[src/hw/rtl/u2a_pkg.sv]
// Shared types, constants and helpers for the number-to-ASCII renderer.
package u2a_pkg;

  localparam int VALUE_WIDTH_DEF = 64;
  localparam int FIELD_WIDTH     = 64;
  localparam int CHAR_WIDTH      = 7;
  localparam int DIGIT_WIDTH     = 4;

  localparam logic [CHAR_WIDTH-1:0] CHAR_ZERO = 7'h30;  // '0'
  localparam logic [CHAR_WIDTH-1:0] CHAR_X    = 7'h78;  // 'x'

  localparam logic KIND_DEC = 1'b0;
  localparam logic KIND_HEX = 1'b1;

  typedef struct packed {
    logic                   kind;
    logic [FIELD_WIDTH-1:0] value;
  } item_t;

  typedef struct packed {
    logic [CHAR_WIDTH-1:0] character;
    logic                  last;
  } result_t;

  typedef enum logic [2:0] {
    ST_IDLE,
    ST_CONV,
    ST_DEC_EMIT,
    ST_PRE_ZERO,
    ST_PRE_X,
    ST_HEX_EMIT
  } state_t;

  typedef enum logic [1:0] {
    CELL_HOLD,
    CELL_LOAD,
    CELL_DABBLE,
    CELL_SHIFT
  } cell_op_t;

  typedef struct packed {
    cell_op_t op;
  } cell_ctrl_t;

  // Lowercase hex digit to ASCII.
  function automatic logic [CHAR_WIDTH-1:0] hex_char(input logic [DIGIT_WIDTH-1:0] nib);
    logic [CHAR_WIDTH-1:0] c;
    if (nib < 4'd10) begin
      c = CHAR_ZERO + {3'd0, nib};
    end else begin
      c = 7'h57 + {3'd0, nib};  // 'a' - 10
    end
    return c;
  endfunction

  // Decimal digit to ASCII.
  function automatic logic [CHAR_WIDTH-1:0] dec_char(input logic [DIGIT_WIDTH-1:0] d);
    return CHAR_ZERO + {3'd0, d};
  endfunction

endpackage

[src/hw/rtl/u2a_cell.sv]
// One BCD digit cell of the double-dabble chain, also used as a digit shifter.
module u2a_cell
  import u2a_pkg::*;
(
  input  logic                   clk,
  input  cell_ctrl_t             ctrl,
  input  logic [DIGIT_WIDTH-1:0] load_digit,
  input  logic                   bit_in,
  input  logic [DIGIT_WIDTH-1:0] digit_in,
  output logic                   bit_out,
  output logic [DIGIT_WIDTH-1:0] digit
);

  logic [DIGIT_WIDTH-1:0] adj;

  // add 3 when the digit would overflow past 9 after doubling
  assign adj     = (digit >= 4'd5) ? digit + 4'd3 : digit;
  assign bit_out = adj[DIGIT_WIDTH-1];

  always_ff @(posedge clk) begin
    unique case (ctrl.op)
      CELL_HOLD:   digit <= digit;
      CELL_LOAD:   digit <= load_digit;
      CELL_DABBLE: digit <= {adj[DIGIT_WIDTH-2:0], bit_in};
      CELL_SHIFT:  digit <= digit_in;
    endcase
  end

endmodule

[src/hw/rtl/u64_to_ascii_digits_core.sv]
// Top level: renders an unsigned number as decimal or 0x-prefixed hex ASCII text.
//
// Usage:
//   Drive item (kind, value) and raise start; the beat is taken at the rising
//   edge where start is high and busy is low. busy stays high until the run's
//   final character has been produced.
//   Characters leave on result (character, last), one beat per cycle marked by
//   result_valid, most significant character first; last flags the end of the
//   run. The receiver cannot stall: every result beat is taken in its cycle.
// Operation:
//   Decimal: serial double dabble through a chain of DEC_DIGITS BCD cells,
//   then the digits are shifted out of the top cell (leading zeros are
//   dropped, so some of these shift steps show nothing).
//   Hex: the nibbles are loaded straight into the cells; the two prefix
//   characters are followed by HEX_DIGITS digits shifted out of the top cell.
//   Each character is registered and appears on result in the cycle after
//   it is picked.
// Reset:
//   rst (synchronous, active high) returns the sequencer to idle and drops
//   any pending result strobe; digit storage is not cleared.
module u64_to_ascii_digits_core
  import u2a_pkg::*;
#(
  parameter int VALUE_WIDTH = VALUE_WIDTH_DEF
) (
  input  logic    clk,
  input  logic    rst,
  input  logic    start,
  input  item_t   item,
  output logic    busy,
  output logic    result_valid,
  output result_t result
);

  // decimal digits needed: floor(W*log10(2)) + 1
  localparam int DEC_DIGITS = ((VALUE_WIDTH * 1233) >> 12) + 1;
  localparam int HEX_DIGITS = (VALUE_WIDTH + 3) / 4;
  localparam int HEX_W      = HEX_DIGITS * 4;
  localparam int HEX_OFFSET = DEC_DIGITS - HEX_DIGITS;
  localparam int CNT_W      = $clog2(VALUE_WIDTH);

  localparam logic [CNT_W-1:0] CONV_LAST = CNT_W'(VALUE_WIDTH - 1);
  localparam logic [CNT_W-1:0] DEC_LAST  = CNT_W'(DEC_DIGITS - 1);
  localparam logic [CNT_W-1:0] HEX_LAST  = CNT_W'(HEX_DIGITS - 1);
  localparam logic [CNT_W-1:0] CNT_ONE   = CNT_W'(1);

  state_t state, state_next;

  logic [CNT_W-1:0]       cnt;
  logic                   started;
  logic [VALUE_WIDTH-1:0] shreg;
  logic [HEX_W-1:0]       value_pad;

  cell_ctrl_t             cell_ctrl;
  logic                   emit;
  logic [CHAR_WIDTH-1:0]  emit_char;
  logic                   emit_last;

  logic                   bit_chain [0:DEC_DIGITS];
  logic [DIGIT_WIDTH-1:0] digits    [0:DEC_DIGITS-1];
  logic [DIGIT_WIDTH-1:0] top_digit;

  assign value_pad = HEX_W'(item.value[VALUE_WIDTH-1:0]);
  assign top_digit = digits[DEC_DIGITS-1];
  assign busy      = (state != ST_IDLE);

  // Cell chain: bits ripple upward during conversion, digits move upward
  // one cell per cycle during emission.
  assign bit_chain[0] = shreg[VALUE_WIDTH-1];

  for (genvar i = 0; i < DEC_DIGITS; i++) begin : g_cell
    logic [DIGIT_WIDTH-1:0] load_d;
    logic [DIGIT_WIDTH-1:0] below_d;

    if (i >= HEX_OFFSET) begin : g_hex
      // top-aligned so the most significant nibble sits in the top cell
      assign load_d = (item.kind == KIND_HEX) ?
                      value_pad[DIGIT_WIDTH*(i-HEX_OFFSET) +: DIGIT_WIDTH] : 4'd0;
    end else begin : g_nohex
      assign load_d = 4'd0;
    end

    if (i == 0) begin : g_bottom
      assign below_d = 4'd0;
    end else begin : g_mid
      assign below_d = digits[i-1];
    end

    u2a_cell u_cell (
      .clk        (clk),
      .ctrl       (cell_ctrl),
      .load_digit (load_d),
      .bit_in     (bit_chain[i]),
      .digit_in   (below_d),
      .bit_out    (bit_chain[i+1]),
      .digit      (digits[i])
    );
  end

  // Next state.
  always_comb begin
    state_next = state;
    unique case (state)
      ST_IDLE: begin
        if (start) begin
          state_next = (item.kind == KIND_HEX) ? ST_PRE_ZERO : ST_CONV;
        end
      end
      ST_CONV: begin
        if (cnt == CONV_LAST) state_next = ST_DEC_EMIT;
      end
      ST_DEC_EMIT: begin
        if (cnt == DEC_LAST) state_next = ST_IDLE;
      end
      ST_PRE_ZERO: state_next = ST_PRE_X;
      ST_PRE_X:    state_next = ST_HEX_EMIT;
      ST_HEX_EMIT: begin
        if (cnt == HEX_LAST) state_next = ST_IDLE;
      end
      default:     state_next = ST_IDLE;
    endcase
  end

  // Outputs of the sequencer: cell command and the character picked this cycle.
  always_comb begin
    cell_ctrl.op = CELL_HOLD;
    emit         = 1'b0;
    emit_char    = CHAR_ZERO;
    emit_last    = 1'b0;
    unique case (state)
      ST_IDLE: begin
        if (start) cell_ctrl.op = CELL_LOAD;
      end
      ST_CONV: cell_ctrl.op = CELL_DABBLE;
      ST_DEC_EMIT: begin
        cell_ctrl.op = CELL_SHIFT;
        emit_char    = dec_char(top_digit);
        emit_last    = (cnt == DEC_LAST);
        // drop leading zeros, but always show the units digit
        emit         = (top_digit != 4'd0) || started || emit_last;
      end
      ST_PRE_ZERO: begin
        emit      = 1'b1;
        emit_char = CHAR_ZERO;
      end
      ST_PRE_X: begin
        emit      = 1'b1;
        emit_char = CHAR_X;
      end
      ST_HEX_EMIT: begin
        cell_ctrl.op = CELL_SHIFT;
        emit         = 1'b1;
        emit_char    = hex_char(top_digit);
        emit_last    = (cnt == HEX_LAST);
      end
      default: cell_ctrl.op = CELL_HOLD;
    endcase
  end

  // Control registers.
  always_ff @(posedge clk) begin
    if (rst) begin
      state        <= ST_IDLE;
      cnt          <= '0;
      started      <= 1'b0;
      result_valid <= 1'b0;
    end else begin
      state        <= state_next;
      // restart the step count on every phase change
      cnt          <= (state_next != state) ? '0 : cnt + CNT_ONE;
      if (state == ST_IDLE) begin
        started <= 1'b0;
      end else if (emit) begin
        started <= 1'b1;
      end
      result_valid <= emit;
    end
  end

  // Payload: value shifter and result beat.
  always_ff @(posedge clk) begin
    if (state == ST_IDLE) begin
      shreg <= item.value[VALUE_WIDTH-1:0];
    end else if (state == ST_CONV) begin
      shreg <= shreg << 1;
    end
    result.character <= emit_char;
    result.last      <= emit_last;
  end

endmodule

[config.mk]
export PLATFORM = sky130hd
export DESIGN_NAME = u64_to_ascii_digits_core
export DESIGN_NICKNAME = d
export VERILOG_FILES = /design/src/hw/rtl/u2a_pkg.sv /design/src/hw/rtl/u2a_cell.sv /design/src/hw/rtl/u64_to_ascii_digits_core.sv
export SDC_FILE = /design/constraint.sdc
export NUM_CORES = 1
export LEC_CHECK = 0
export ABC_AREA = 1
export BUFFER_PORTS_ARGS = -buffer_cell sky130_fd_sc_hd__buf_2
export CAP_MARGIN = 10
export CORE_UTILIZATION = 60
export DETAILED_ROUTE_END_ITERATION = 10
export PLACE_DENSITY = 0.85
export SLEW_MARGIN = 30
export SYNTH_ARGS = -nofsm -noshare
export SYNTH_HDL_FRONTEND = slang
export SYNTH_SLANG_ARGS = --single-unit
[constraint.sdc]
create_clock -name clk -period 3.5 [get_ports clk]
set_clock_uncertainty 0.1 [all_clocks]
set_input_delay 0.35 -clock clk [delete_from_list [all_inputs] [get_ports clk]]
set_output_delay 0.35 -clock clk [all_outputs]
set_load 0.05 [all_outputs]
# Yosys cells after proc, flatten, opt, wreduce, memory -nomap -nowiden
# Cells that the tools add are included.
# totals
regBits,163
latch_bits,0
ramBits,0
rom_bits,0
inputBits,68
out_inout_bits,10
elab_cells,165
memories,0
# op_classes
addsub,23
n_mul,0
n_div,0
n_lt_le_gt_ge,21
eq_ne,12
n_shift,0
muxes,70
n_bitwise,0
reduce_logical,12
# ops
cell,n
$pmux 4 s3,19
$mux 4,35
$mux 64,2
$ge 4x3->1 const B,20
$add 4x2->4 const B,19
$pmux 7 s3,1
$pmux 3 s6,1
$mux 3,5
$pmux 4 s2,1
$reduce_or 2->1,4
$add 6x4->7 const A,1
$add 7x4->7 const A,1
$mux 7,1
$add 6x1->6 const B,1
$eq 3x2->1 const B,2
$eq 3x3->1 const B,2
$eq 6x4->1 const B,1
$eq 6x5->1 const B,1
$eq 6x6->1 const B,1
$pmux 2 s3,1
$eq 2x2->1 const B,2
$lt 4x4->1 const B,1
$pmux 1 s2,2
$reduce_bool 4->1,1
12 further kinds,13

# Depth between registers and ports, before layout
# Gate-level depths: netlist of the first run.
# depth
ltp_word,6
depth_mapped,11
mapped_depth_nobuf,10

# Modules after synthesis
# Synthesis of the first run repeated with hierarchy kept, for this count alone.
# unflattened
cells_unflattened,1465
area_unflattened_um2,10806.6
# by_module_without_submodules
mod,n_inst,cells_per_inst,area_each_um2,seq_area_each_um2
u2a_cell,20,47,332.8,120.1
u64_to_ascii_digits_core,1,525,4150.2,2302.2

# Least setup slack after synthesis of the first run
# No wires, ideal clock.
# synth_timing
path_kind,reg-to-reg
from,reg state[1]
to,"reg g_cell[0].u_cell.digit[0], enable pin"
setup_time_ps,798
arrival_time_ps,2244
t_required_ps,2602
path_slack_ps,358
path_stages_with_launch,6
path_buffers,0
synth_period_minus_slack_ps,3142
cell_sequence,dfxtp_1 > inv_2 > nand3_1 > nand2_4 > nor2_1 > nand2_1
# synth_between
elab_chain_len,4
word_cells_on_any_way,7
cone_classes,eq/ne: 3; mux: 1; reduce/logical: 3
# synth_rtl
element,line,rtl
"start, declared",u64_to_ascii_digits_core.sv:47,"state_t state, state_next;"
"start signal, assigned",u64_to_ascii_digits_core.sv:168,state <= state_next;
$eq 3x3->1 / $eq 3x2->1 (equally long branches),u64_to_ascii_digits_core.sv:130,unique case (state)
$reduce_or 2->1 (no line),-,
$pmux 2 s3 *,u64_to_ascii_digits_core.sv:130,
$logic_not 2->1 *,u2a_cell.sv:21,unique case (ctrl.op)
"end signal, assigned",u2a_cell.sv:22,CELL_HOLD: digit <= digit;
"end signal, assigned",u2a_cell.sv:23,CELL_LOAD: digit <= load_digit;
"end signal, assigned",u2a_cell.sv:24,"CELL_DABBLE: digit <= {adj[DIGIT_WIDTH-2:0], bit_in};"
"end, declared",u2a_cell.sv:11,output logic [DIGIT_WIDTH-1:0] digit
# Every way passes the cells marked *; elsewhere a longest branch is shown, timed or not.
# A chain may end at the register's enable or synchronous reset.

# Worst setup path in the final report of the first run
# layout_timing
from,reg state[2]
to,reg g_cell[13].u_cell.digit[1] (data pin)
# layout_between
elab_chain_len,5
word_cells_on_any_way,10
cone_classes,eq/ne: 6; mux: 2; reduce/logical: 2
# layout_rtl
element,line
$eq 3x3->1 / $eq 3x2->1 (equally long branches),u64_to_ascii_digits_core.sv:130
$reduce_or 2->1 (no line),-
$pmux 2 s3 *,u64_to_ascii_digits_core.sv:130
$eq 2x2->1 / $eq 2x1->1 (equally long branches),u2a_cell.sv:21
$pmux 4 s3 *,u2a_cell.sv:21
"end signal, assigned",u2a_cell.sv:22
"end signal, assigned",u2a_cell.sv:23
"end signal, assigned",u2a_cell.sv:24
"end, declared",u2a_cell.sv:11
# Marks and branches as above.

==> impl_metrics.ini, run 1 <==
[status]
status = finished, final reports clean

[detailed_routing]
drc_errors = 0
vias = 7093
drt_iter0_drc = 843
m1WireLength_mm = 9.02
route.antenna.remaining_nets = 0
post_drt_wl_per_cell_um = 16.4
wl_met3_mm = 1.06
wl_met2_mm = 9.61
routed_wirelength_mm = 20.1
dr.pass1.iters = 5
viasPerCell = 5.80
highest_layer = met4

[finish]
fin_cells = 1223
final_nets = 1132
layout.area.seq_um2 = 4700
layout_commonest_cell = inv_1
stdcell_area_um2 = 10500
drive_above_1_share_pct = 20.1
multi_input_area_um2 = 3800
diodes = 0
final_cell_mix = 168 x inv_1, 144 x edfxtp_1, 141 x nand2_1, 141 x o21ai_0, 77 x buf_2
fill_cells = 1090
area_delta_synth_final_pct = 12.3

[pwr]
p_leak_nw = 4.41
power_density_nw_per_um2 = 689
irDropWorstVdd_v = 0.000424

[die]
io_pins = 78
dieWidth_um = 127
start_util_pct = 61.4
core-area_um2 = 15200
die_area_um2 = 16100
placementRows = 45
die_y_um = 127

[synth]
synthMuxAreaShare_pct = 0
yosysTopAreaCellShare_pct = 46.3
synthXorXnorAreaFrac_pct = 2.16
syn_avg_cell_area_um2 = 9.82
yosys.area_share.simple_pct = 10.7
ys_ff_latch = 163
synth.yosys.warnings = 0
syn-cell-area_um2 = 9340
syn_nets = 1061
synth_fa_ha_area_share_pct = 5.63
synth_top_cell_by_area = edfxtp_1
seq_area_frac_synth_pct = 50.4
synth_top_family_by_area = compound AO/OA/AOI/OAI gates
synthDistinctLibCells = 32
synthCells = 951
synth.area.top_cells = edfxtp_1 46%, o221ai_2 9.6%, o21ai_0 7.6%
synth_compound_area_share_pct = 22.0

[worst_setup_path]
slowest_delay_ns = 0.45
crit_family = simple AND/OR/NAND/NOR gates
crit_chain = nor2_1, nand2_2, nand2_4, nor2_4, nand2_4, buf_12, o221ai_1
crit_path_end_kind = flop
path_class = flop to flop
crit_required_ns = 3.56
path_max_fanout = 33
cpMaxStageDelayCell = nand2_4
cpMostUsedCell = nand2_4
worst-path-buf-inv = 1
start_kind = flop
cp.arrival_ns = 2.56

[clock_network]
path_clk_slew_ns = 0.06
holdBufCountCts = 0
htreeDepth = 4
cts_tree = built
cts_buffers = 17
cts_resized = 0
post_cts_buffers = 0
clock-sinks = 163
cts_root_buf = clkbuf_16
clock_latency_ns = 0.44
cts_buffer_depth = 2

[placed_design]
io_buffers = 77
gp_congestion = 0.865
hpwl_mm = 13.3
dpl.cell_count = 1191
placed_cell_area_um2 = 9880

[sta]
fin_setup_tns_ns = 0
worstMarginPinSlew_ns = 0.858
final_hold_viol_count = 0
setup_viol = 0
drv_slew = 0
rsz0062_at_grt = false
clock.fmax_mhz = 399
maxSlewHeadroom_pct = 42.7
period_share_pct = 71.5
fin_crit_ns = 2.50

[global_route]
grt_pass1_vias = 6838
grtUsageTotal_pct = 26.6
grt_max_degree = 70
grt_first_pass_wirelength_mm = 33.4
overflow = 0
antenna_found_initial = 0

[min_path]
worstHoldPathType = primary input to flop

[job]
cap_violations = 0
## synthesized netlist by cell type
library cell,number
a21oi_1,56
a31oi_1,1
a41oi_1,1
buf_2,20
buf_6,7
clkbuf_1,8
conb_1,1
dfxtp_1,19
edfxtp_1,144
ha_1,42
inv_1,168
inv_2,3
nand2_1,144
nand2_2,1
nand2_4,2
nand3_1,24
nand3_2,1
nand4_1,3
nor2_1,40
nor2_2,3
nor2_4,1
nor3_1,1
o211ai_1,2
o21ai_0,141
o21ai_1,6
o221ai_1,4
o221ai_2,60
o22ai_1,5
o32ai_1,5
or2_2,15
xnor2_1,2
xor2_1,21
## kinds of logic after synthesis
group | count (synthesis)
AOI/OAI and AO/OA | 281
xor gates and xnor gates | 23
adders and majority gates | 42
buffers and inverters | 206
DFF | 163
other | 1
and+or+nand+nor | 235
## final timing paths
check                           cells past startpoint                 from  slack (ns)                              endpoint
worst max register to register                      7  state[2]$_SDFF_PP0_         1.0  g_cell[13].u_cell.digit[1]$_DFFE_PP_
worst min-delay path                                2                  rst        0.02               result_valid$_SDFF_PP0_
worst max-delay path                                7  state[2]$_SDFF_PP0_         1.0  g_cell[13].u_cell.digit[1]$_DFFE_PP_
worst min register to register                      1    cnt[0]$_SDFF_PP0_        0.36                     cnt[0]$_SDFF_PP0_
## state kept, by name, summed over array words and instances (netlist names)
signal / cells
state: 3
shreg: 64
result_valid: 1
started: 1
result: 8
cnt: 6
g_cell.u_cell.digit: 80
## routing by layer
metal  GRT usage, %  vias up
met2           42.9      230
met5              0        -
li1               -     3455
met3           5.99       40
met4           9.03        0
met1           35.7     3368
## worst reg2reg max path: cells and delay by family, from the launching register on
family	cells	cell delay [ns]
AOI/OAI and AO/OA	1	0.15
and+or+nand+nor	5	1.30
DFF	1	0.37
buffers and inverters	1	0.32
## layout make-up
class                      instances  area share [%]
inverter                         171            6.12
timing repair buffer              87            4.75
tap                              188            2.24
multi-input combinational        582            36.2
sequential                       163            44.8
clock buffer                      23            5.27
clock inverter                     9           0.549
## through the flow
stage	util, %	hold WS (ns)	setup WS (ns)	power, W
2_1_floorplan	-	0.318	0.358	0.00475
3_3_place_gp	65.0	0.330	1.11	0.00518
3_5_place_dp	65.0	0.339	1.03	0.00529
4_1_cts	69.0	0.0128	1.00	0.00721
5_1_grt	69.0	0.0115	0.815	0.00765
6_report	69.0	0.0207	0.996	0.00723
## power by group
part	switching (W)	internal [W]	leakage [nW]	total, W
sequential	0.000369	0.00285	1.64	0.00322
combinational	0.00139	0.000723	2.46	0.00211
clock	0.000786	0.00112	0.311	0.00190
Power figures use the tool's default switching activity.
==> run 2, diff against run 1 <==
--- a/config.mk
+++ b/config.mk
@@ -8,9 +8,9 @@
 export ABC_AREA = 1
 export BUFFER_PORTS_ARGS = -buffer_cell sky130_fd_sc_hd__buf_2
 export CAP_MARGIN = 10
-export CORE_UTILIZATION = 60
+export CORE_UTILIZATION = 55
 export DETAILED_ROUTE_END_ITERATION = 10
-export PLACE_DENSITY = 0.85
+export PLACE_DENSITY = 0.82
 export SLEW_MARGIN = 30
 export SYNTH_ARGS = -nofsm -noshare
 export SYNTH_HDL_FRONTEND = slang
==> constraint.sdc (replaced) <==
create_clock -name clk -period 2.2 [get_ports clk]
set_clock_uncertainty 0.1 [all_clocks]
set_input_delay 0.22 -clock clk [delete_from_list [all_inputs] [get_ports clk]]
set_output_delay 0.22 -clock clk [all_outputs]
set_load 0.05 [all_outputs]
==> run 2 against run 1 <==
Effect of this change: via count is 1.2% higher; fmax is 21% higher; final area up 2.3%; critical path type unchanged; largest cell class unchanged.
==> impl_metrics.ini, run 2 (synthesis gave the netlist of run 1 again) <==
[status]
status = finished, final reports clean

[worst_setup_path]
crit_chain = nor2_1, nand2_2, nand2_4, nor2_4, nand2_4, buf_12, o221ai_1
path_class = flop to flop
cpMaxStageDelayCell = dfxtp_1
rr_endpoint = g_cell[13].u_cell.digit[1]$_DFFE_PP_
cpMostUsedCell = nand2_4
crit_path_end_kind = flop
ff2ff_setup_slack_ns = 0.14
rr_startpoint = state[2]$_SDFF_PP0_
path_max_fanout = 29
cp.arrival_ns = 2.12
ff2ff_path_depth = 7
slowest_delay_ns = 0.36
start_kind = flop
crit_required_ns = 2.26

[finish]
diodes = 0
fin_cells = 1264
area_delta_synth_final_pct = 14.9
fill_cells = 1298
final_nets = 1141
top_regs = g_cell.u_cell.digit: 80 flops, shreg: 64 flops, result: 8 flops
final_cell_mix = 168 x inv_1, 144 x edfxtp_1, 141 x nand2_1, 141 x o21ai_0, 77 x buf_2
largest_register_ffs = 80
top_register = g_cell.u_cell.digit
layout_commonest_cell = inv_1
drive_above_1_share_pct = 20.6

[pwr]
pwr-share-comb_pct = 29.8
p_int_w = 0.00772
p_leak_nw = 4.50
pwr-share-seq_pct = 43.5
clkPwrFrac_pct = 26.7
power_w = 0.0117
switching_share_pct = 34.3
irDropWorstVdd_v = 0.000696
power_switching_w = 0.00402
power_density_nw_per_um2 = 1090

[global_route]
grt_max_degree = 116
antenna_found_initial = 0
grtUsageTotal_pct = 24.2
grt_pass1_vias = 6803
grt_first_pass_wirelength_mm = 33.3
overflow = 0

[die]
die_area_um2 = 17500
start_util_pct = 56.3
die_y_um = 132
dieWidth_um = 132
io_pins = 78
core-area_um2 = 16600
placementRows = 47

[detailed_routing]
drt_iter0_drc = 742
route.antenna.remaining_nets = 0
routed_wirelength_mm = 20.9
dr.pass1.iters = 6
viasPerCell = 5.68
vias = 7181
post_drt_wl_per_cell_um = 16.6
drc_errors = 0

[clock_network]
cts_root_buf = clkbuf_16
cts_buffers = 17
cts_buffer_depth = 2
path_clk_slew_ns = 0.06
cts_tree = built
htreeDepth = 4
clock_latency_ns = 0.43
clock-sinks = 163

[min_path]
holdPathEnd = shreg[0]$_SDFFCE_PN0P_
worstHoldStart = item[0]
worstHoldPathType = primary input to flop
hold_depth = 3

[job]
cap_violations = 0

[placed_design]
hpwl_mm = 13.7
io_buffers = 77
dpl.cell_count = 1230
dp_slack_ns = 0.189
gp_congestion = 0.872

[sta]
fin_crit_ns = 2.06
setup_viol = 0
drv_slew = 0
clock.fmax_mhz = 485
worst_slack_ns = 0.137
final_hold_viol_count = 0
whs_ns = 0.0399
period_share_pct = 93.8
run 2: cell count changes in the layout (fill, tap and decap cells not counted), sizes merged:
cell | previous run | this run
clkinv | 5 | 3
dlygate4sd3 | 0 | 1
inv | 175 | 172
buf | 87 | 94
clkbuf | 23 | 29
run 2: worst max path at each step:
stage,cells after the start,startpoint,slack (ns),end
after floorplan,5,state[2]$_SDFF_PP0_,0.15,shreg[0]$_SDFFCE_PN0P_
after global placement,7,state[2]$_SDFF_PP0_,0.25,g_cell[15].u_cell.digit[2]$_DFFE_PP_
after detailed placement,7,state[2]$_SDFF_PP0_,0.19,g_cell[13].u_cell.digit[1]$_DFFE_PP_
after CTS,4,state[2]$_SDFF_PP0_,0.06,busy
after global routing,7,state[2]$_SDFF_PP0_,-0.003,g_cell[13].u_cell.digit[1]$_DFFE_PP_
final,7,state[2]$_SDFF_PP0_,0.14,g_cell[13].u_cell.digit[1]$_DFFE_PP_
run 2: through the flow:
stage          instance area (µm²)  TNS (ns)  utilization (%)
2_1_floorplan                 9360         0                -
3_3_place_gp                 10000         0             60.6
3_5_place_dp                 10000         0             60.6
4_1_cts                      10700         0             64.5
5_1_grt                      10700  -0.00328             64.7
6_report                     10700         0             64.7
run 2: final cells by class:
cell class                 count  area [µm²]  area share [%]
sequential                   163        4700            43.8
clock buffer                  28         626            5.83
timing repair buffer          96         656            6.11
tap                          220         275            2.57
clock inverter                 4        21.3           0.198
multi-input combinational    582        3810            35.5
inverter                     171         642            5.98
run 2: worst max-delay path: cells and delay by family (launching register included):
kind | cells | cell delay [ns]
flip-flops | 1 | 0.36
AND/OR/NAND/NOR | 5 | 0.92
buffers and inverters | 1 | 0.26
AO/OA/AOI/OAI | 1 | 0.14
run 2: what timing repair did:
action,in CTS,in global routing
endpoints found under the setup margin,0,1
endpoints found under the hold margin,3,0
gates resized for setup,0,1
setup buffers,0,0
hold buffers,1,0
run 2: layer usage:
metal | vias to the layer above | routed length (µm) | global-route usage (%) | share of wire, %
li1 | 3460 | - | - | -
met1 | 3352 | 9140 | 33.2 | 44
met2 | 323 | 9910 | 38.7 | 47
met3 | 46 | 1470 | 3.73 | 7.0
met4 | 0 | 437 | 9.90 | 2.1
met5 | - | 0 | 0 | 0
run 2: power by group through the flow:
stage          Combinational, W  Clock [W]  Sequential, W
4_1_cts                 0.00343    0.00316        0.00509
3_3_place_gp            0.00324          0        0.00511
3_5_place_dp            0.00338          0        0.00513
5_1_grt                 0.00394    0.00326        0.00521
2_1_floorplan           0.00254          0        0.00500
6_report                0.00350    0.00313        0.00511
